`config.mk`:
```
export PLATFORM = sky130hd
export DESIGN_NAME = sphere_raymarch_pixel_shader
export DESIGN_NICKNAME = d
export VERILOG_FILES = /design/src/hw/rtl/sphr_pkg.sv /design/src/hw/rtl/sphr_sqrt.sv /design/src/hw/rtl/sphr_div.sv /design/src/hw/rtl/sphr_dp.sv /design/src/hw/rtl/sphr_ctrl.sv /design/src/hw/rtl/sphere_raymarch_pixel_shader.sv
export SDC_FILE = /design/constraint.sdc
export NUM_CORES = 2
export LEC_CHECK = 0
export BUFFER_PORTS_ARGS = -buffer_cell sky130_fd_sc_hd__buf_2
export CAP_MARGIN = 5
export CORE_ASPECT_RATIO = 0.75
export CORE_UTILIZATION = 50
export DETAILED_ROUTE_END_ITERATION = 7
export GPL_TIMING_DRIVEN = 0
export PLACE_DENSITY = 0.76
export SYNTH_ARGS = -nofsm -noshare
export SYNTH_HDL_FRONTEND = slang
export SYNTH_SLANG_ARGS = --single-unit
```
`constraint.sdc`:
```
create_clock -name clk -period 11.6 [get_ports clk]
set_input_delay 3.48 -clock clk [delete_from_list [all_inputs] [get_ports clk]]
set_output_delay 3.48 -clock clk [all_outputs]
set_load 0.05 [all_outputs]
```
`src/hw/rtl/sphr_pkg.sv`:
```
// types, constants and helpers of the sphere raymarch pixel shader
package sphr_pkg;

	// parameter defaults
	localparam int MAX_STEPS_DEF = 64;
	localparam int FRAC_BITS_DEF = 14;

	// configuration port
	localparam int CFG_IDX_W  = 2;
	localparam int CFG_DATA_W = 16;
	localparam logic [CFG_IDX_W-1:0] REG_WIDTH  = 2'd0;
	localparam logic [CFG_IDX_W-1:0] REG_HEIGHT = 2'd1;
	localparam logic [CFG_IDX_W-1:0] REG_SINE   = 2'd2;
	localparam logic [12:0] WIDTH_RST  = 13'd640;
	localparam logic [12:0] HEIGHT_RST = 13'd480;

	// shading constants, Q2.14
	localparam int AMBIENT   = 1638;
	localparam int K_GREEN   = 3277;
	localparam int K_BLUE    = 1638;
	localparam int ALPHA_ONE = 16384;

	// shared arithmetic units
	localparam int ACC_W   = 64;
	localparam int SQ_RAD_W  = 64;
	localparam int SQ_ROOT_W = 32;
	localparam int SQ_CNT_W  = $clog2(SQ_ROOT_W);
	localparam int DIV_NUM_W = 64;
	localparam int DIV_DEN_W = 32;
	localparam int DIV_CNT_W = $clog2(DIV_NUM_W);

	// multiplier operand pairs
	localparam logic [3:0] MUL_AA   = 4'd0;
	localparam logic [3:0] MUL_BB   = 4'd1;
	localparam logic [3:0] MUL_CC   = 4'd2;
	localparam logic [3:0] MUL_RDXT = 4'd3;
	localparam logic [3:0] MUL_RDYT = 4'd4;
	localparam logic [3:0] MUL_RDZT = 4'd5;
	localparam logic [3:0] MUL_QXX  = 4'd6;
	localparam logic [3:0] MUL_QYY  = 4'd7;
	localparam logic [3:0] MUL_QZZ  = 4'd8;
	localparam logic [3:0] MUL_SVSV = 4'd9;
	localparam logic [3:0] MUL_NXLX = 4'd10;
	localparam logic [3:0] MUL_NYLY = 4'd11;
	localparam logic [3:0] MUL_NZLZ = 4'd12;
	localparam logic [3:0] MUL_D14G = 4'd13;
	localparam logic [3:0] MUL_D14B = 4'd14;

	// accumulator operations
	localparam logic [1:0] ACC_NONE = 2'd0;
	localparam logic [1:0] ACC_LOAD = 2'd1;
	localparam logic [1:0] ACC_ADD  = 2'd2;

	// square root sources
	localparam logic [1:0] SQ_DIR   = 2'd0;
	localparam logic [1:0] SQ_LEN   = 2'd1;
	localparam logic [1:0] SQ_LIGHT = 2'd2;

	// division jobs: numerator, divisor and destination
	localparam logic [3:0] DV_RDX = 4'd0;
	localparam logic [3:0] DV_RDY = 4'd1;
	localparam logic [3:0] DV_RDZ = 4'd2;
	localparam logic [3:0] DV_NX  = 4'd3;
	localparam logic [3:0] DV_NY  = 4'd4;
	localparam logic [3:0] DV_NZ  = 4'd5;
	localparam logic [3:0] DV_LX  = 4'd6;
	localparam logic [3:0] DV_LY  = 4'd7;
	localparam logic [3:0] DV_LZ  = 4'd8;

	// sample point capture
	localparam logic [1:0] QC_NONE = 2'd0;
	localparam logic [1:0] QC_X    = 2'd1;
	localparam logic [1:0] QC_Y    = 2'd2;
	localparam logic [1:0] QC_Z    = 2'd3;

	typedef struct packed {
		logic [11:0] pixel_x;
		logic [11:0] pixel_y;
	} in_t;

	typedef struct packed {
		logic [14:0] red;
		logic [14:0] green;
		logic [14:0] blue;
		logic [14:0] alpha;
		logic        hit;
	} out_t;

	typedef struct packed {
		logic       load;
		logic [3:0] mul_sel;
		logic [1:0] acc_op;
		logic       sq_start;
		logic [1:0] sq_sel;
		logic       div_start;
		logic [3:0] div_sel;
		logic [1:0] q_cap;
		logic       t_upd;
		logic       n_zero;
		logic       diff_cap;
		logic       g_cap;
		logic       b_cap;
		logic       out_hit;
		logic       out_miss;
	} cmd_t;

	typedef struct packed {
		logic sq_done;
		logic div_done;
		logic near;
		logic far;
		logic len_zero;
		logic out_free;
	} sts_t;

	// arithmetic shift right that rounds toward zero
	function automatic logic signed [63:0] tz_shr64(input logic signed [63:0] v, input int k);
		logic [63:0] mag;
		logic [63:0] res;
		mag = v[63] ? (64'd0 - v) : v;
		res = mag >> k;
		return v[63] ? $signed(64'd0 - res) : $signed(res);
	endfunction

	// clamp to the 15 bit color range
	function automatic logic [14:0] sat15(input logic signed [63:0] v);
		if (v < 0) begin
			return 15'd0;
		end
		if (v > 64'sd32767) begin
			return 15'h7fff;
		end
		return v[14:0];
	endfunction

endpackage

```
`src/hw/rtl/sphr_sqrt.sv`:
```
// iterative floor square root, two radicand bits per cycle
module sphr_sqrt (
	input  logic                                clk,
	input  logic                                arst_n,
	input  logic                                start,
	input  logic [sphr_pkg::SQ_RAD_W-1:0]       rad,
	output logic                                done,
	output logic [sphr_pkg::SQ_ROOT_W-1:0]      root
);

	logic [sphr_pkg::SQ_RAD_W-1:0]  rad_q;
	logic [sphr_pkg::SQ_ROOT_W+1:0] rem_q;
	logic [sphr_pkg::SQ_ROOT_W-1:0] root_q;
	logic [sphr_pkg::SQ_CNT_W-1:0]  cnt_q;
	logic                           busy_q;
	logic                           done_q;
	logic [sphr_pkg::SQ_ROOT_W+1:0] rem_sh;
	logic [sphr_pkg::SQ_ROOT_W+1:0] trial;
	logic                           fits;

	// one digit of the restoring square root
	assign rem_sh = {rem_q[sphr_pkg::SQ_ROOT_W-1:0], rad_q[sphr_pkg::SQ_RAD_W-1 -: 2]};
	assign trial  = {root_q, 2'b01};
	assign fits   = (rem_sh >= trial);

	// control
	always_ff @(posedge clk or negedge arst_n) begin
		if (!arst_n) begin
			busy_q <= 1'b0;
			done_q <= 1'b0;
			cnt_q  <= '0;
		end else begin
			done_q <= 1'b0;
			if (start) begin
				busy_q <= 1'b1;
				cnt_q  <= '0;
			end else if (busy_q) begin
				cnt_q <= cnt_q + 1'b1;
				if (cnt_q == sphr_pkg::SQ_CNT_W'(sphr_pkg::SQ_ROOT_W - 1)) begin
					busy_q <= 1'b0;
					done_q <= 1'b1;
				end
			end
		end
	end

	// datapath
	always_ff @(posedge clk) begin
		if (start) begin
			rad_q  <= rad;
			rem_q  <= '0;
			root_q <= '0;
		end else if (busy_q) begin
			rad_q <= rad_q << 2;
			if (fits) begin
				rem_q  <= rem_sh - trial;
				root_q <= {root_q[sphr_pkg::SQ_ROOT_W-2:0], 1'b1};
			end else begin
				rem_q  <= rem_sh;
				root_q <= {root_q[sphr_pkg::SQ_ROOT_W-2:0], 1'b0};
			end
		end
	end

	assign done = done_q;
	assign root = root_q;

endmodule

```
`src/hw/rtl/sphr_div.sv`:
```
// iterative signed divider, truncating toward zero, one quotient bit per cycle
module sphr_div (
	input  logic                                 clk,
	input  logic                                 arst_n,
	input  logic                                 start,
	input  logic signed [sphr_pkg::DIV_NUM_W-1:0] num,
	input  logic [sphr_pkg::DIV_DEN_W-1:0]       den,
	output logic                                 done,
	output logic signed [sphr_pkg::DIV_NUM_W-1:0] quo
);

	logic [sphr_pkg::DIV_NUM_W-1:0] num_q;
	logic [sphr_pkg::DIV_NUM_W-1:0] quo_q;
	logic [sphr_pkg::DIV_DEN_W-1:0] rem_q;
	logic [sphr_pkg::DIV_DEN_W-1:0] den_q;
	logic                           neg_q;
	logic [sphr_pkg::DIV_CNT_W-1:0] cnt_q;
	logic                           busy_q;
	logic                           done_q;
	logic [sphr_pkg::DIV_DEN_W:0]   rem_sh;
	logic                           fits;

	// restoring step on the magnitude
	assign rem_sh = {rem_q, num_q[sphr_pkg::DIV_NUM_W-1]};
	assign fits   = (rem_sh >= {1'b0, den_q});

	// control
	always_ff @(posedge clk or negedge arst_n) begin
		if (!arst_n) begin
			busy_q <= 1'b0;
			done_q <= 1'b0;
			cnt_q  <= '0;
		end else begin
			done_q <= 1'b0;
			if (start) begin
				busy_q <= 1'b1;
				cnt_q  <= '0;
			end else if (busy_q) begin
				cnt_q <= cnt_q + 1'b1;
				if (cnt_q == sphr_pkg::DIV_CNT_W'(sphr_pkg::DIV_NUM_W - 1)) begin
					busy_q <= 1'b0;
					done_q <= 1'b1;
				end
			end
		end
	end

	// datapath
	always_ff @(posedge clk) begin
		if (start) begin
			neg_q <= num[sphr_pkg::DIV_NUM_W-1];
			num_q <= num[sphr_pkg::DIV_NUM_W-1] ? (sphr_pkg::DIV_NUM_W'(0) - num) : num;
			den_q <= den;
			rem_q <= '0;
			quo_q <= '0;
		end else if (busy_q) begin
			num_q <= num_q << 1;
			if (fits) begin
				rem_q <= sphr_pkg::DIV_DEN_W'(rem_sh - {1'b0, den_q});
				quo_q <= {quo_q[sphr_pkg::DIV_NUM_W-2:0], 1'b1};
			end else begin
				rem_q <= rem_sh[sphr_pkg::DIV_DEN_W-1:0];
				quo_q <= {quo_q[sphr_pkg::DIV_NUM_W-2:0], 1'b0};
			end
		end
	end

	assign done = done_q;
	assign quo  = neg_q ? $signed(sphr_pkg::DIV_NUM_W'(0) - quo_q) : $signed(quo_q);

endmodule

```
`src/hw/rtl/sphr_dp.sv`:
```
// datapath: configuration, shared multiplier, accumulator, root and divide units
module sphr_dp #(
	parameter int FRAC_BITS = sphr_pkg::FRAC_BITS_DEF
) (
	input  logic                               clk,
	input  logic                               arst_n,
	input  sphr_pkg::cmd_t                     cmd,
	output sphr_pkg::sts_t                     sts,
	input  sphr_pkg::in_t                      in_data,
	input  logic                               cfg_we,
	input  logic [sphr_pkg::CFG_IDX_W-1:0]     cfg_index,
	input  logic [sphr_pkg::CFG_DATA_W-1:0]    cfg_data,
	output logic                               out_valid,
	input  logic                               out_stall,
	output sphr_pkg::out_t                     out_data
);

	localparam int VW = FRAC_BITS + 8;
	localparam longint ONE_L  = longint'(1) << FRAC_BITS;
	localparam longint EPS_L  = (ONE_L + 50) / 100;
	localparam longint TMAX_L = 10 * ONE_L;
	localparam longint EYE_L  = -3 * ONE_L;
	localparam logic signed [VW-1:0] TMAX_Q = VW'(TMAX_L);
	localparam logic signed [VW-1:0] EYE_Q  = VW'(EYE_L);
	localparam int SX_SH  = (FRAC_BITS >= 15) ? FRAC_BITS - 15 : 15 - FRAC_BITS;
	localparam int D14_SH = (FRAC_BITS >= 14) ? FRAC_BITS - 14 : 14 - FRAC_BITS;
	localparam int DIR_SH = FRAC_BITS + 16;

	// configuration registers
	logic [12:0]        width_q;
	logic [12:0]        height_q;
	logic signed [15:0] sine_q;

	// per pixel state
	logic signed [14:0]   a_q, b_q, c_q;
	logic signed [VW-1:0] sx_q, t_q;
	logic signed [VW-1:0] rdx_q, rdy_q, rdz_q;
	logic signed [VW-1:0] qx_q, qy_q, qz_q;
	logic signed [VW-1:0] nx_q, ny_q, nz_q;
	logic signed [VW-1:0] lx_q, ly_q, lz_q;
	logic signed [VW-1:0] d14_q, g_q, bl_q;
	logic [sphr_pkg::SQ_ROOT_W-1:0] len_q, ll_q;
	logic signed [2*VW-1:0]  prod_q;
	logic signed [sphr_pkg::ACC_W-1:0] acc_q;
	logic        sq_dst_q;
	logic [3:0]  div_dst_q;
	logic        out_valid_q;
	sphr_pkg::out_t out_q;

	// combinational values
	logic [12:0]          h_eff;
	logic signed [VW-1:0] sine_ext;
	logic signed [VW-1:0] sx_w;
	logic signed [VW-1:0] mul_a, mul_b;
	logic signed [63:0]   prod64;
	logic signed [63:0]   mq;
	logic [sphr_pkg::SQ_RAD_W-1:0] rad;
	logic sq_done;
	logic [sphr_pkg::SQ_ROOT_W-1:0] root;
	logic signed [sphr_pkg::DIV_NUM_W-1:0] div_num;
	logic [sphr_pkg::DIV_DEN_W-1:0] div_den;
	logic div_done;
	logic signed [sphr_pkg::DIV_NUM_W-1:0] quo;
	logic signed [63:0]   d64;
	logic signed [VW-1:0] t_next;
	logic signed [63:0]   dsh, dcl, d14_w;

	// configuration writes
	always_ff @(posedge clk or negedge arst_n) begin
		if (!arst_n) begin
			width_q  <= sphr_pkg::WIDTH_RST;
			height_q <= sphr_pkg::HEIGHT_RST;
			sine_q   <= '0;
		end else if (cfg_we) begin
			case (cfg_index)
				sphr_pkg::REG_WIDTH:  width_q  <= cfg_data[12:0];
				sphr_pkg::REG_HEIGHT: height_q <= cfg_data[12:0];
				sphr_pkg::REG_SINE:   sine_q   <= $signed(cfg_data);
				default: ;
			endcase
		end
	end

	// ray setup terms and sphere shift
	assign h_eff    = (height_q == 13'd0) ? 13'd1 : height_q;
	assign sine_ext = VW'(sine_q);
	always_comb begin
		if (FRAC_BITS >= 15) begin
			sx_w = sine_ext <<< SX_SH;
		end else begin
			sx_w = VW'(sphr_pkg::tz_shr64(64'(sine_q), SX_SH));
		end
	end

	// shared multiplier operand select
	always_comb begin
		case (cmd.mul_sel)
			sphr_pkg::MUL_AA:   begin mul_a = VW'(a_q);   mul_b = VW'(a_q);   end
			sphr_pkg::MUL_BB:   begin mul_a = VW'(b_q);   mul_b = VW'(b_q);   end
			sphr_pkg::MUL_CC:   begin mul_a = VW'(c_q);   mul_b = VW'(c_q);   end
			sphr_pkg::MUL_RDXT: begin mul_a = rdx_q;      mul_b = t_q;        end
			sphr_pkg::MUL_RDYT: begin mul_a = rdy_q;      mul_b = t_q;        end
			sphr_pkg::MUL_RDZT: begin mul_a = rdz_q;      mul_b = t_q;        end
			sphr_pkg::MUL_QXX:  begin mul_a = qx_q;       mul_b = qx_q;       end
			sphr_pkg::MUL_QYY:  begin mul_a = qy_q;       mul_b = qy_q;       end
			sphr_pkg::MUL_QZZ:  begin mul_a = qz_q;       mul_b = qz_q;       end
			sphr_pkg::MUL_SVSV: begin mul_a = sine_ext;   mul_b = sine_ext;   end
			sphr_pkg::MUL_NXLX: begin mul_a = nx_q;       mul_b = lx_q;       end
			sphr_pkg::MUL_NYLY: begin mul_a = ny_q;       mul_b = ly_q;       end
			sphr_pkg::MUL_NZLZ: begin mul_a = nz_q;       mul_b = lz_q;       end
			sphr_pkg::MUL_D14G: begin mul_a = d14_q;      mul_b = VW'(sphr_pkg::K_GREEN); end
			sphr_pkg::MUL_D14B: begin mul_a = d14_q;      mul_b = VW'(sphr_pkg::K_BLUE);  end
			default:            begin mul_a = '0;         mul_b = '0;         end
		endcase
	end

	// product register
	always_ff @(posedge clk) begin
		prod_q <= mul_a * mul_b;
	end

	assign prod64 = 64'(prod_q);
	assign mq     = sphr_pkg::tz_shr64(prod64, FRAC_BITS);

	// square root unit and its source
	always_comb begin
		case (cmd.sq_sel)
			sphr_pkg::SQ_DIR:   rad = {acc_q[31:0], 32'd0};
			sphr_pkg::SQ_LEN:   rad = acc_q;
			sphr_pkg::SQ_LIGHT: rad = {acc_q[31:0] + 32'h2000_0000, 32'd0};
			default:            rad = '0;
		endcase
	end

	sphr_sqrt u_sqrt (
		.clk    (clk),
		.arst_n (arst_n),
		.start  (cmd.sq_start),
		.rad    (rad),
		.done   (sq_done),
		.root   (root)
	);

	// divider unit and its operands
	always_comb begin
		div_den = len_q;
		case (cmd.div_sel)
			sphr_pkg::DV_RDX: div_num = 64'(a_q) <<< DIR_SH;
			sphr_pkg::DV_RDY: div_num = 64'(b_q) <<< DIR_SH;
			sphr_pkg::DV_RDZ: div_num = 64'(c_q) <<< DIR_SH;
			sphr_pkg::DV_NX:  div_num = 64'(qx_q) <<< FRAC_BITS;
			sphr_pkg::DV_NY:  div_num = 64'(qy_q) <<< FRAC_BITS;
			sphr_pkg::DV_NZ:  div_num = 64'(qz_q) <<< FRAC_BITS;
			sphr_pkg::DV_LX: begin
				div_num = 64'(sine_q) <<< DIR_SH;
				div_den = ll_q;
			end
			sphr_pkg::DV_LY: begin
				div_num = 64'sd16384 <<< DIR_SH;
				div_den = ll_q;
			end
			sphr_pkg::DV_LZ: begin
				div_num = -(64'sd16384 <<< DIR_SH);
				div_den = ll_q;
			end
			default: div_num = '0;
		endcase
	end

	sphr_div u_div (
		.clk    (clk),
		.arst_n (arst_n),
		.start  (cmd.div_start),
		.num    (div_num),
		.den    (div_den),
		.done   (div_done),
		.quo    (quo)
	);

	// march distance and next ray length
	assign d64    = $signed({32'd0, len_q}) - ONE_L;
	assign t_next = t_q + VW'(d64);

	// diffuse term moved to Q2.14
	assign dsh = sphr_pkg::tz_shr64(acc_q, FRAC_BITS);
	assign dcl = (dsh < 0) ? 64'sd0 : dsh;
	always_comb begin
		if (FRAC_BITS >= 14) begin
			d14_w = dcl >>> D14_SH;
		end else begin
			d14_w = dcl <<< D14_SH;
		end
	end

	// working registers
	always_ff @(posedge clk) begin
		if (cmd.load) begin
			a_q  <= $signed({2'b00, in_data.pixel_x, 1'b0}) - $signed({2'b00, width_q});
			b_q  <= $signed({2'b00, in_data.pixel_y, 1'b0}) - $signed({2'b00, h_eff});
			c_q  <= $signed({1'b0, h_eff, 1'b0});
			sx_q <= sx_w;
			t_q  <= '0;
		end
		if (cmd.t_upd) begin
			t_q <= t_next;
		end
		case (cmd.acc_op)
			sphr_pkg::ACC_LOAD: acc_q <= prod64;
			sphr_pkg::ACC_ADD:  acc_q <= acc_q + prod64;
			default: ;
		endcase
		case (cmd.q_cap)
			sphr_pkg::QC_X: qx_q <= sx_q + VW'(mq);
			sphr_pkg::QC_Y: qy_q <= VW'(mq);
			sphr_pkg::QC_Z: qz_q <= EYE_Q + VW'(mq);
			default: ;
		endcase
		if (cmd.sq_start) begin
			sq_dst_q <= (cmd.sq_sel == sphr_pkg::SQ_LIGHT);
		end
		if (sq_done) begin
			if (sq_dst_q) begin
				ll_q <= root;
			end else begin
				len_q <= root;
			end
		end
		if (cmd.div_start) begin
			div_dst_q <= cmd.div_sel;
		end
		if (div_done) begin
			case (div_dst_q)
				sphr_pkg::DV_RDX: rdx_q <= VW'(quo);
				sphr_pkg::DV_RDY: rdy_q <= VW'(quo);
				sphr_pkg::DV_RDZ: rdz_q <= VW'(quo);
				sphr_pkg::DV_NX:  nx_q  <= VW'(quo);
				sphr_pkg::DV_NY:  ny_q  <= VW'(quo);
				sphr_pkg::DV_NZ:  nz_q  <= VW'(quo);
				sphr_pkg::DV_LX:  lx_q  <= VW'(quo);
				sphr_pkg::DV_LY:  ly_q  <= VW'(quo);
				sphr_pkg::DV_LZ:  lz_q  <= VW'(quo);
				default: ;
			endcase
		end
		if (cmd.n_zero) begin
			nx_q <= '0;
			ny_q <= '0;
			nz_q <= '0;
		end
		if (cmd.diff_cap) begin
			d14_q <= VW'(d14_w);
		end
		if (cmd.g_cap) begin
			g_q <= VW'(prod64 >>> 14);
		end
		if (cmd.b_cap) begin
			bl_q <= VW'(prod64 >>> 14);
		end
	end

	// output register
	always_ff @(posedge clk or negedge arst_n) begin
		if (!arst_n) begin
			out_valid_q <= 1'b0;
		end else if (cmd.out_hit || cmd.out_miss) begin
			out_valid_q <= 1'b1;
		end else if (!out_stall) begin
			out_valid_q <= 1'b0;
		end
	end

	always_ff @(posedge clk) begin
		if (cmd.out_hit) begin
			out_q.red   <= sphr_pkg::sat15(64'(d14_q) + sphr_pkg::AMBIENT);
			out_q.green <= sphr_pkg::sat15(64'(g_q) + sphr_pkg::AMBIENT);
			out_q.blue  <= sphr_pkg::sat15(64'(bl_q) + sphr_pkg::AMBIENT);
			out_q.alpha <= sphr_pkg::sat15(64'(d14_q) + sphr_pkg::AMBIENT);
			out_q.hit   <= 1'b1;
		end else if (cmd.out_miss) begin
			out_q.red   <= '0;
			out_q.green <= '0;
			out_q.blue  <= '0;
			out_q.alpha <= 15'(sphr_pkg::ALPHA_ONE);
			out_q.hit   <= 1'b0;
		end
	end

	// status back to the controller
	assign sts.sq_done  = sq_done;
	assign sts.div_done = div_done;
	assign sts.near     = (d64 < EPS_L);
	assign sts.far      = (t_next > TMAX_Q);
	assign sts.len_zero = (len_q == '0);
	assign sts.out_free = !out_valid_q || !out_stall;

	assign out_valid = out_valid_q;
	assign out_data  = out_q;

endmodule

```
`src/hw/rtl/sphr_ctrl.sv`:
```
// controller: sequences setup, march steps and shading on the datapath
module sphr_ctrl #(
	parameter int MAX_STEPS = sphr_pkg::MAX_STEPS_DEF
) (
	input  logic           clk,
	input  logic           arst_n,
	input  logic           in_valid,
	output logic           in_stall,
	output sphr_pkg::cmd_t cmd,
	input  sphr_pkg::sts_t sts
);

	localparam int SW = $clog2(MAX_STEPS + 1);

	localparam logic [5:0] ST_IDLE = 6'd0;
	localparam logic [5:0] ST_D1   = 6'd1;
	localparam logic [5:0] ST_D2   = 6'd2;
	localparam logic [5:0] ST_D3   = 6'd3;
	localparam logic [5:0] ST_D4   = 6'd4;
	localparam logic [5:0] ST_D5   = 6'd5;
	localparam logic [5:0] ST_DVX  = 6'd6;
	localparam logic [5:0] ST_DVY  = 6'd7;
	localparam logic [5:0] ST_DVZ  = 6'd8;
	localparam logic [5:0] ST_M1   = 6'd9;
	localparam logic [5:0] ST_M2   = 6'd10;
	localparam logic [5:0] ST_M3   = 6'd11;
	localparam logic [5:0] ST_M4   = 6'd12;
	localparam logic [5:0] ST_M5   = 6'd13;
	localparam logic [5:0] ST_M6   = 6'd14;
	localparam logic [5:0] ST_M7   = 6'd15;
	localparam logic [5:0] ST_M8   = 6'd16;
	localparam logic [5:0] ST_M9   = 6'd17;
	localparam logic [5:0] ST_EVAL = 6'd18;
	localparam logic [5:0] ST_NX   = 6'd19;
	localparam logic [5:0] ST_NY   = 6'd20;
	localparam logic [5:0] ST_NZ   = 6'd21;
	localparam logic [5:0] ST_L1   = 6'd22;
	localparam logic [5:0] ST_L2   = 6'd23;
	localparam logic [5:0] ST_L3   = 6'd24;
	localparam logic [5:0] ST_LX   = 6'd25;
	localparam logic [5:0] ST_LY   = 6'd26;
	localparam logic [5:0] ST_LZ   = 6'd27;
	localparam logic [5:0] ST_P1   = 6'd28;
	localparam logic [5:0] ST_P2   = 6'd29;
	localparam logic [5:0] ST_P3   = 6'd30;
	localparam logic [5:0] ST_P4   = 6'd31;
	localparam logic [5:0] ST_P5   = 6'd32;
	localparam logic [5:0] ST_P6   = 6'd33;
	localparam logic [5:0] ST_P7   = 6'd34;
	localparam logic [5:0] ST_P8   = 6'd35;
	localparam logic [5:0] ST_FIN  = 6'd36;
	localparam logic [5:0] ST_WSQ  = 6'd37;
	localparam logic [5:0] ST_WDIV = 6'd38;

	logic [5:0]    state_q, state_d;
	logic [5:0]    ret_q, ret_d;
	logic [SW-1:0] step_q;
	logic          hit_q;
	logic          last_step;

	assign last_step = (step_q == SW'(MAX_STEPS - 1));
	assign in_stall  = (state_q != ST_IDLE);

	// next state and commands
	always_comb begin
		state_d = state_q;
		ret_d   = ret_q;
		cmd     = '0;
		case (state_q)
			ST_IDLE: begin
				if (in_valid) begin
					cmd.load = 1'b1;
					state_d  = ST_D1;
				end
			end
			// direction length
			ST_D1: begin
				cmd.mul_sel = sphr_pkg::MUL_AA;
				state_d     = ST_D2;
			end
			ST_D2: begin
				cmd.mul_sel = sphr_pkg::MUL_BB;
				cmd.acc_op  = sphr_pkg::ACC_LOAD;
				state_d     = ST_D3;
			end
			ST_D3: begin
				cmd.mul_sel = sphr_pkg::MUL_CC;
				cmd.acc_op  = sphr_pkg::ACC_ADD;
				state_d     = ST_D4;
			end
			ST_D4: begin
				cmd.acc_op = sphr_pkg::ACC_ADD;
				state_d    = ST_D5;
			end
			ST_D5: begin
				cmd.sq_start = 1'b1;
				cmd.sq_sel   = sphr_pkg::SQ_DIR;
				ret_d        = ST_DVX;
				state_d      = ST_WSQ;
			end
			// direction components
			ST_DVX: begin
				cmd.div_start = 1'b1;
				cmd.div_sel   = sphr_pkg::DV_RDX;
				ret_d         = ST_DVY;
				state_d       = ST_WDIV;
			end
			ST_DVY: begin
				cmd.div_start = 1'b1;
				cmd.div_sel   = sphr_pkg::DV_RDY;
				ret_d         = ST_DVZ;
				state_d       = ST_WDIV;
			end
			ST_DVZ: begin
				cmd.div_start = 1'b1;
				cmd.div_sel   = sphr_pkg::DV_RDZ;
				ret_d         = ST_M1;
				state_d       = ST_WDIV;
			end
			// sample point
			ST_M1: begin
				cmd.mul_sel = sphr_pkg::MUL_RDXT;
				state_d     = ST_M2;
			end
			ST_M2: begin
				cmd.mul_sel = sphr_pkg::MUL_RDYT;
				cmd.q_cap   = sphr_pkg::QC_X;
				state_d     = ST_M3;
			end
			ST_M3: begin
				cmd.mul_sel = sphr_pkg::MUL_RDZT;
				cmd.q_cap   = sphr_pkg::QC_Y;
				state_d     = ST_M4;
			end
			ST_M4: begin
				cmd.q_cap = sphr_pkg::QC_Z;
				state_d   = ST_M5;
			end
			// distance to the sphere
			ST_M5: begin
				cmd.mul_sel = sphr_pkg::MUL_QXX;
				state_d     = ST_M6;
			end
			ST_M6: begin
				cmd.mul_sel = sphr_pkg::MUL_QYY;
				cmd.acc_op  = sphr_pkg::ACC_LOAD;
				state_d     = ST_M7;
			end
			ST_M7: begin
				cmd.mul_sel = sphr_pkg::MUL_QZZ;
				cmd.acc_op  = sphr_pkg::ACC_ADD;
				state_d     = ST_M8;
			end
			ST_M8: begin
				cmd.acc_op = sphr_pkg::ACC_ADD;
				state_d    = ST_M9;
			end
			ST_M9: begin
				cmd.sq_start = 1'b1;
				cmd.sq_sel   = sphr_pkg::SQ_LEN;
				ret_d        = ST_EVAL;
				state_d      = ST_WSQ;
			end
			// hit test or advance
			ST_EVAL: begin
				if (sts.near) begin
					if (sts.len_zero) begin
						cmd.n_zero = 1'b1;
						state_d    = ST_L1;
					end else begin
						state_d = ST_NX;
					end
				end else begin
					cmd.t_upd = 1'b1;
					if (sts.far || last_step) begin
						state_d = ST_FIN;
					end else begin
						state_d = ST_M1;
					end
				end
			end
			// surface normal
			ST_NX: begin
				cmd.div_start = 1'b1;
				cmd.div_sel   = sphr_pkg::DV_NX;
				ret_d         = ST_NY;
				state_d       = ST_WDIV;
			end
			ST_NY: begin
				cmd.div_start = 1'b1;
				cmd.div_sel   = sphr_pkg::DV_NY;
				ret_d         = ST_NZ;
				state_d       = ST_WDIV;
			end
			ST_NZ: begin
				cmd.div_start = 1'b1;
				cmd.div_sel   = sphr_pkg::DV_NZ;
				ret_d         = ST_L1;
				state_d       = ST_WDIV;
			end
			// light direction
			ST_L1: begin
				cmd.mul_sel = sphr_pkg::MUL_SVSV;
				state_d     = ST_L2;
			end
			ST_L2: begin
				cmd.acc_op = sphr_pkg::ACC_LOAD;
				state_d    = ST_L3;
			end
			ST_L3: begin
				cmd.sq_start = 1'b1;
				cmd.sq_sel   = sphr_pkg::SQ_LIGHT;
				ret_d        = ST_LX;
				state_d      = ST_WSQ;
			end
			ST_LX: begin
				cmd.div_start = 1'b1;
				cmd.div_sel   = sphr_pkg::DV_LX;
				ret_d         = ST_LY;
				state_d       = ST_WDIV;
			end
			ST_LY: begin
				cmd.div_start = 1'b1;
				cmd.div_sel   = sphr_pkg::DV_LY;
				ret_d         = ST_LZ;
				state_d       = ST_WDIV;
			end
			ST_LZ: begin
				cmd.div_start = 1'b1;
				cmd.div_sel   = sphr_pkg::DV_LZ;
				ret_d         = ST_P1;
				state_d       = ST_WDIV;
			end
			// diffuse dot product and tints
			ST_P1: begin
				cmd.mul_sel = sphr_pkg::MUL_NXLX;
				state_d     = ST_P2;
			end
			ST_P2: begin
				cmd.mul_sel = sphr_pkg::MUL_NYLY;
				cmd.acc_op  = sphr_pkg::ACC_LOAD;
				state_d     = ST_P3;
			end
			ST_P3: begin
				cmd.mul_sel = sphr_pkg::MUL_NZLZ;
				cmd.acc_op  = sphr_pkg::ACC_ADD;
				state_d     = ST_P4;
			end
			ST_P4: begin
				cmd.acc_op = sphr_pkg::ACC_ADD;
				state_d    = ST_P5;
			end
			ST_P5: begin
				cmd.diff_cap = 1'b1;
				state_d      = ST_P6;
			end
			ST_P6: begin
				cmd.mul_sel = sphr_pkg::MUL_D14G;
				state_d     = ST_P7;
			end
			ST_P7: begin
				cmd.mul_sel = sphr_pkg::MUL_D14B;
				cmd.g_cap   = 1'b1;
				state_d     = ST_P8;
			end
			ST_P8: begin
				cmd.b_cap = 1'b1;
				state_d   = ST_FIN;
			end
			// hand the color to the output register
			ST_FIN: begin
				if (sts.out_free) begin
					cmd.out_hit  = hit_q;
					cmd.out_miss = !hit_q;
					state_d      = ST_IDLE;
				end
			end
			ST_WSQ: begin
				if (sts.sq_done) begin
					state_d = ret_q;
				end
			end
			ST_WDIV: begin
				if (sts.div_done) begin
					state_d = ret_q;
				end
			end
			default: state_d = ST_IDLE;
		endcase
	end

	// state, return point, step count and hit flag
	always_ff @(posedge clk or negedge arst_n) begin
		if (!arst_n) begin
			state_q <= ST_IDLE;
			ret_q   <= ST_IDLE;
			step_q  <= '0;
			hit_q   <= 1'b0;
		end else begin
			state_q <= state_d;
			ret_q   <= ret_d;
			if (cmd.load) begin
				step_q <= '0;
				hit_q  <= 1'b0;
			end else if (state_q == ST_EVAL) begin
				if (sts.near) begin
					hit_q <= 1'b1;
				end else begin
					step_q <= step_q + 1'b1;
				end
			end
		end
	end

endmodule

```
`src/hw/rtl/sphere_raymarch_pixel_shader.sv`:
```
// top level of the sphere raymarch pixel shader
//
//   port group     dir   handshake           payload
//   in_*           in    in_valid/in_stall    sphr_pkg::in_t  (pixel_x, pixel_y)
//   out_*          out   out_valid/out_stall  sphr_pkg::out_t (red, green, blue, alpha, hit)
//   cfg_*          in    cfg_we               cfg_index, cfg_data
//
// One request at a time: ray setup takes one square root and three divisions,
// each march step one square root, and a hit three more divisions for the normal
// (not when the sample length is zero), one root and three for the light direction.
// Reset clears the controller, the output valid and loads the register defaults.
// A stalled result waits in the output register while the next request is marched.
module sphere_raymarch_pixel_shader #(
	parameter int MAX_STEPS = sphr_pkg::MAX_STEPS_DEF,
	parameter int FRAC_BITS = sphr_pkg::FRAC_BITS_DEF
) (
	input  logic                            clk,
	input  logic                            arst_n,
	input  logic                            in_valid,
	output logic                            in_stall,
	input  sphr_pkg::in_t                   in_data,
	output logic                            out_valid,
	input  logic                            out_stall,
	output sphr_pkg::out_t                  out_data,
	input  logic                            cfg_we,
	input  logic [sphr_pkg::CFG_IDX_W-1:0]  cfg_index,
	input  logic [sphr_pkg::CFG_DATA_W-1:0] cfg_data
);

	sphr_pkg::cmd_t cmd;
	sphr_pkg::sts_t sts;

	// sequencer
	sphr_ctrl #(
		.MAX_STEPS (MAX_STEPS)
	) u_ctrl (
		.clk      (clk),
		.arst_n   (arst_n),
		.in_valid (in_valid),
		.in_stall (in_stall),
		.cmd      (cmd),
		.sts      (sts)
	);

	// arithmetic
	sphr_dp #(
		.FRAC_BITS (FRAC_BITS)
	) u_dp (
		.clk       (clk),
		.arst_n    (arst_n),
		.cmd       (cmd),
		.sts       (sts),
		.in_data   (in_data),
		.cfg_we    (cfg_we),
		.cfg_index (cfg_index),
		.cfg_data  (cfg_data),
		.out_valid (out_valid),
		.out_stall (out_stall),
		.out_data  (out_data)
	);

endmodule

```
==> Yosys cells after proc, flatten, opt, wreduce, memory -nomap -nowiden <==
Cells that the tools add are included.
{ "op_classes": {"addsub": 24, "n_mul": 1, "order_cmp": 11, "n_eq_ne": 86, "muxes": 103, "bitwise_logic": 1, "n_reduce_logical": 47} }
{ "op_table": {"columns": ["op", "count"], "rows": [
  ["64-bit case mux with 9 select lines", 1],
  ["64-bit two-way mux", 7],
  ["22-bit case mux with 14 select lines", 1],
  ["22-bit case mux with 13 select lines", 1],
  ["64-bit by 1-bit less-than comparator with 1-bit output (second input constant)", 4],
  ["64-bit by 16-bit > comparator with 1-bit output (second input constant)", 3],
  ["64-bit case mux with 3 select lines", 1],
  ["15-bit two-way mux", 12],
  ["6-bit case mux with 29 select lines", 1],
  ["64-bit case mux with 2 select lines", 1],
  ["1-bit by 64-bit subtractor with 64-bit output (first input constant)", 2],
  ["61-bit two-way mux", 2],
  ["22-bit two-way mux", 5],
  ["6-bit by 5-bit == test with 1-bit output (second input constant)", 16],
  ["32-bit two-way mux", 3],
  ["6-bit case mux with 12 select lines", 1],
  ["22-bit by 12-bit adder with 23-bit output (second input constant)", 3],
  ["1-bit by 22-bit subtractor with 22-bit output (first input constant)", 3],
  ["64-bit by 44-bit adder with 64-bit output", 1],
  ["64-bit by 9-bit less-than comparator with 1-bit output (second input constant)", 1],
  ["32-bit subtractor", 2],
  ["4-bit case mux with 14 select lines", 1],
  ["1-bit by 50-bit subtractor with 51-bit output (first input constant)", 1],
  ["4-bit by 3-bit == test with 1-bit output (second input constant)", 12],
  ["other kinds (59)", 188]
]} }
{ "totals": {"register_bits": 1012, "in_bits": 47, "out_inout_bits": 63, "word_cells": 326} }

==> Logic depth before layout (Yosys ltp) <==
{ "depth": {"depth_word": 10, "ltp_mapped": 39, "ltp_nobuf": 36} }

==> Modules after synthesis <==
A second synthesis with hierarchy kept.
{ "hier_totals": {"cells_unflattened": 7771, "area_unflattened_um2": 76073.0} }
{ "by_module_without_submodules": {"columns": ["mod", "n_inst", "cells_each", "area_each_um2", "seq_area_each_um2"], "rows": [
  ["sphr_dp", 1, 5457, 54512.3, 19130.8],
  ["sphr_div", 1, 1318, 12126.6, 5034.8],
  ["sphr_sqrt", 1, 720, 7427.1, 3378.2],
  ["sphr_ctrl", 1, 276, 2006.9, 475.5]
]} }

==> Worst setup path before layout <==
Ideal clock, no wire load.
{ "synth_timing": {"kind": "flip-flop to flip-flop", "startpoint": "register u_ctrl.state_q[5]", "endpoint": "register u_dp.prod_q[42]", "setup_ps": 127, "arrival_ps": 9722, "t_required_ps": 11473, "slack_ps": 1751, "path_stages_with_launch": 30, "path_buffers": 3, "synth_period_minus_slack_ps": 9849, "path_cell_list": "dfrtp_1 clkbuf_1 or4b_2 clkbuf_1 nor2_1 a22o_1 a2111o_1 clkbuf_1 nand2_1 fa_1 inv_1 fa_1 fa_1 fa_1 fa_1 fa_1 inv_1 fa_1 inv_1 ha_1 a21o_1 a21oi_1 o221ai_1 a21oi_1 nor2b_1 or4_1 o22a_1 a221oi_1 o21ai_0 xor2_1"} }
{ "synth_between": {"elab_chain_len": 6, "word_cells_on_any_way": 35, "classes_between": "mul (1); eq/ne (28); mux (3); reduce/logical (3)"} }
{ "synth_lines": {"columns": ["item", "line_no", "rtl"], "rows": [
  ["start, declared", "sphr_ctrl.sv:55", "logic [5:0] state_q, state_d;"],
  ["start signal, assigned", "sphr_ctrl.sv:300", "state_q <= state_d;"],
  ["6-bit == test (tied with other cells)", "sphr_ctrl.sv:69", "case (state_q)"],
  ["4-bit case mux with 14 select lines (*)", "sphr_ctrl.sv:69", null],
  ["4-bit by 2-bit == test with 1-bit output (tied with other cells)", "sphr_dp.sv:97", "case (cmd.mul_sel)"],
  ["3-bit OR reduction (no line) or 2-bit OR reduction (tied branches)", null, null],
  ["22-bit case mux with 13 select lines or 22-bit case mux with 14 select lines (tied branches)", "sphr_dp.sv:97", null],
  ["22-bit by 22-bit multiplier with 44-bit output (*)", "sphr_dp.sv:119", "prod_q <= mul_a * mul_b;"],
  ["end signal, assigned", "sphr_dp.sv:119", null],
  ["end, declared", "sphr_dp.sv:43", "logic signed [2*VW-1:0] prod_q;"]
]} }
Every way passes the cells marked *; elsewhere a longest branch is shown, timed or not.
A chain may end at the register's enable or synchronous reset.

==> Worst setup path in the final report <==
{ "layout_timing": {"startpoint": "register u_ctrl.state_q[3]", "endpoint": "register u_dp.prod_q[39]"} }
The elaborated chain is that of the path after synthesis.

==> results.yml <==
clock_network:
  htreeDepth: 3
  clockBufferDepth: 3
  clkSinkCount: 980
  cts_tree: "built"
  clk_latency_ps: 750
  cts-buffers-inserted: 102
  clk_pin_slew_worst_paths_ps: 60
  root_buffer: "clkbuf_16"
drt:
  dr.pass1.iters: 8
  vias: 58000
  via_per_inst: 6.13
  wl_um: 230000
  wire_per_inst_um: 24.3
  drt_iter0_markers: 7334
  detail-route-antenna-nets: 0
  drcViolationCount: 6
worst_setup_path:
  worstPathArrival_ps: 11860
  crit_top_cell: "fa_1"
  critPathKind: "reg -> reg"
  critPathRequiredTime_ps: 12140
  worst_path_largest_cell_delay_ps: 580
  cp_top_family: "adder cells"
  startpoint_type: "register"
  path_buf_inv: 11
  worst-path-max-fanout: 10
  end_kind: "register"
  crit_slowest_cell: "a211o_1"
cells_and_area:
  fin_area_um2: 78300
  final-instance-count-excl-fill: 9469
  drive_gt1_share_pct: 8.01
  syn_to_final_growth_pct: 10.2
  nNetsFinal: 8407
  fin_util_pct: 55.6
timing:
  slew_viol_final: 0
  fin_skew_ps: 59.6
  finalSetupViolations: 0
  final_hold_viol_count: 0
  holdWs_ps: 461
  max_slew_margin_pct: 7.01
  min_period_ps: 11330
  fmax_ghz: 0.0883
  post-route-period-util_pct: 97.7
  tightestPinTransition_ps: 1390
grt:
  grt_pass1_vias: 56100
  grt_max_degree: 65
  grt_pass1_wl_um: 345000
  grt-ovfl-total: 0
  grt_util_all_layers_pct: 31.8
  antenna_found_initial: 3
run:
  max-cap-violations: 0
min_path:
  worstHoldPathType: "reg -> reg"
status:
  run_status: "finished, violations left"
  violations: "design-rule violations"
synthesis:
  yosys_warnings: 0
  synthArstFlopShare_pct: 7.86
  ys_ff_latch: 980
  synth-seq-area-share_pct: 37.7
  syn-mean-instance-area_um2: 9.79
  synthFlopType: "edfxtp_1"
  ys_types: 84
  synth_nets: 8159
  syn_area_um2: 71000
  synth_edf_count: 674
  syn_inst: 7255
die:
  die_h_um: 328
  core_area_um2: 141000
  io_pins: 110
  design.die.area_um2: 144000
  die_x_um: 437
  start_util_pct: 50.5
  placementRows: 119
place:
  portBuffers: 109
  post-dp-hpwl_um: 180000
  gp_congestion: 1.05
  placedInstanceArea_um2: 74400
  dpl.cell_count: 9268
-- stage by stage --
| stage | setup slack [ps] | setup TNS, ps |
|---|---|---|
| 3_5_place_dp | -1440 | -9280 |
| 2_1_floorplan | 1750 | 0 |
| 5_1_grt | -1.38 | -1.41 |
| 4_1_cts | 7.64 | 0 |
| 3_3_place_gp | -4220 | -57800 |
| 6_report | 272 | 0 |
-- layout by cell type (no fill, tap or decap), types with 35 or more instances in the layout --
cell,n
a211oi_1,70
a21o_1,124
a21oi_1,395
a22o_1,37
a22oi_1,110
a31oi_1,43
and2_1,81
and3_1,59
buf_2,118
clkbuf_1,259
clkbuf_16,103
clkbuf_2,49
dfrtp_1,71
dfxtp_1,229
edfxtp_1,674
fa_1,507
ha_1,349
inv_1,800
mux2_2,104
mux2i_1,163
nand2_1,708
nand2b_1,62
nand3_1,100
nand4_1,62
nor2_1,697
nor2b_1,69
nor3_1,92
nor4_1,36
o21a_1,35
o21ai_0,357
or2_2,37
xnor2_1,202
xor2_1,153
-- sequential cells by signal, summed over array words and instances (netlist names), 32 cells and up --
register and cells:
u_dp.u_div.den_q 32, u_dp.ll_q 32, u_dp.len_q 32, u_dp.u_div.num_q 50
u_dp.acc_q 64, u_dp.u_sqrt.rem_q 32, u_dp.out_data 47, u_dp.u_sqrt.rad_q 64
u_dp.u_div.rem_q 32, u_dp.prod_q 44, u_dp.u_sqrt.root 32
-- routing by layer --
layer | GRT usage [%] | part of all wire, % | wire, um | vias to the layer above
li1 | - | - | - | 25600
met3 | 7.61 | 12 | 27800 | 482
met2 | 46.3 | 42 | 96100 | 3280
met1 | 45.2 | 41 | 94700 | 28700
met4 | 13.7 | 5.0 | 11500 | 0
met5 | 0 | 0 | 0 | -
-- timing repair --
| action | 4_1_cts | 5_1_grt |
|---|---|---|
| gates resized for setup | 42 | 85 |
| setup endpoints to repair | 14 | 8 |
| hold buffers | 0 | 0 |
| pin swaps | 0 | 2 |
| buffers inserted | 10 | 2 |
-- cell families (layout without fill, tap and decap cells) --
kind of cell,Yosys count,after routing,share of synthesized area [%]
flip-flops,980,980,37.7
multiplexers,267,267,3.95
AND/OR/NAND/NOR,2142,2142,13.7
buffers and inverters,1147,1485,6.15
adder cells (fa/ha/maj),857,857,20.5
XOR/XNOR,357,357,4.40
AO/OA/AOI/OAI,1505,1505,13.7
other,0,1,0
-- final timing paths --
check	from	to	slack [ps]	cells past startpoint
max reg2reg	u_ctrl.state_q[3]	u_dp.prod_q[39]	270	35
min reg2reg	u_dp.out_data[0]	u_dp.out_data[0]	460	1
max in group asynchronous	arst_n	u_dp.u_sqrt.cnt_q[1]	8220	2
min in group asynchronous	arst_n	u_dp.width_q[11]	2670	1
max	u_ctrl.state_q[3]	u_dp.prod_q[39]	270	35
min	u_dp.out_data[0]	u_dp.out_data[0]	460	1
-- cell type report --
cell class | instances | area, um^2
diodes | 1 | 2.50
plain buffers | 339 | 1420
clock buffers | 122 | 2710
clock inverters | 72 | 810
fillers | 12300 | 62400
inverters | 802 | 3010
multi-input cells | 5128 | 40100
flip-flops and latches | 980 | 26800
well taps | 1875 | 2350
repair buffers | 150 | 1090
-- worst register-to-register path, delay by kind of cell, from the launching register on --
kind                       cells  cell delay (ps)
and+or+nand+nor                6             1480
AOI/OAI and AO/OA              9             2590
DFF                            1              380
xor gates and xnor gates       1              570
buffers and inverters         11             2040
adders and majority gates      8             4050
-- synth_stat cells (11+ instances only) --
master	number	area share (%)
a21oi_1	397	2.8
o41ai_1	11	0.14
dfxtp_1	229	6.5
nor3_1	95	0.67
a31oi_1	44	0.39
a221oi_1	24	0.30
buf_4	14	0.15
a22oi_1	111	1.2
nand3b_1	23	0.24
nand3_1	100	0.70
a222oi_1	22	0.31
and3_1	59	0.52
or4_1	19	0.20
o21bai_1	25	0.26
o21a_1	35	0.37
xor2_1	154	1.9
nand4_1	62	0.55
or2_2	37	0.33
dfrtp_1	71	2.5
a21o_1	124	1.3
mux2_2	104	1.6
o21ai_0	362	2.6
a21boi_0	23	0.24
buf_1	24	0.13
nor4_1	37	0.33
edfxtp_1	674	28
nor2b_1	71	0.63
or3_1	31	0.27
mux2i_1	163	2.3
a22o_1	37	0.46
o211ai_1	31	0.33
ha_1	349	6.1
nor2_1	717	3.8
fa_1	508	14
inv_1	802	4.2
a211o_1	13	0.16
a211oi_1	70	0.74
o31ai_1	29	0.31
xnor2_1	203	2.5
nand2_1	708	3.7
nand2b_1	63	0.55
clkbuf_1	302	1.6
and2_1	82	0.72
o22ai_1	28	0.25
a2111oi_0	12	0.15
Power is not shown: default switching activity piles up to over one toggle a cycle in this logic, so the estimate is an artifact.
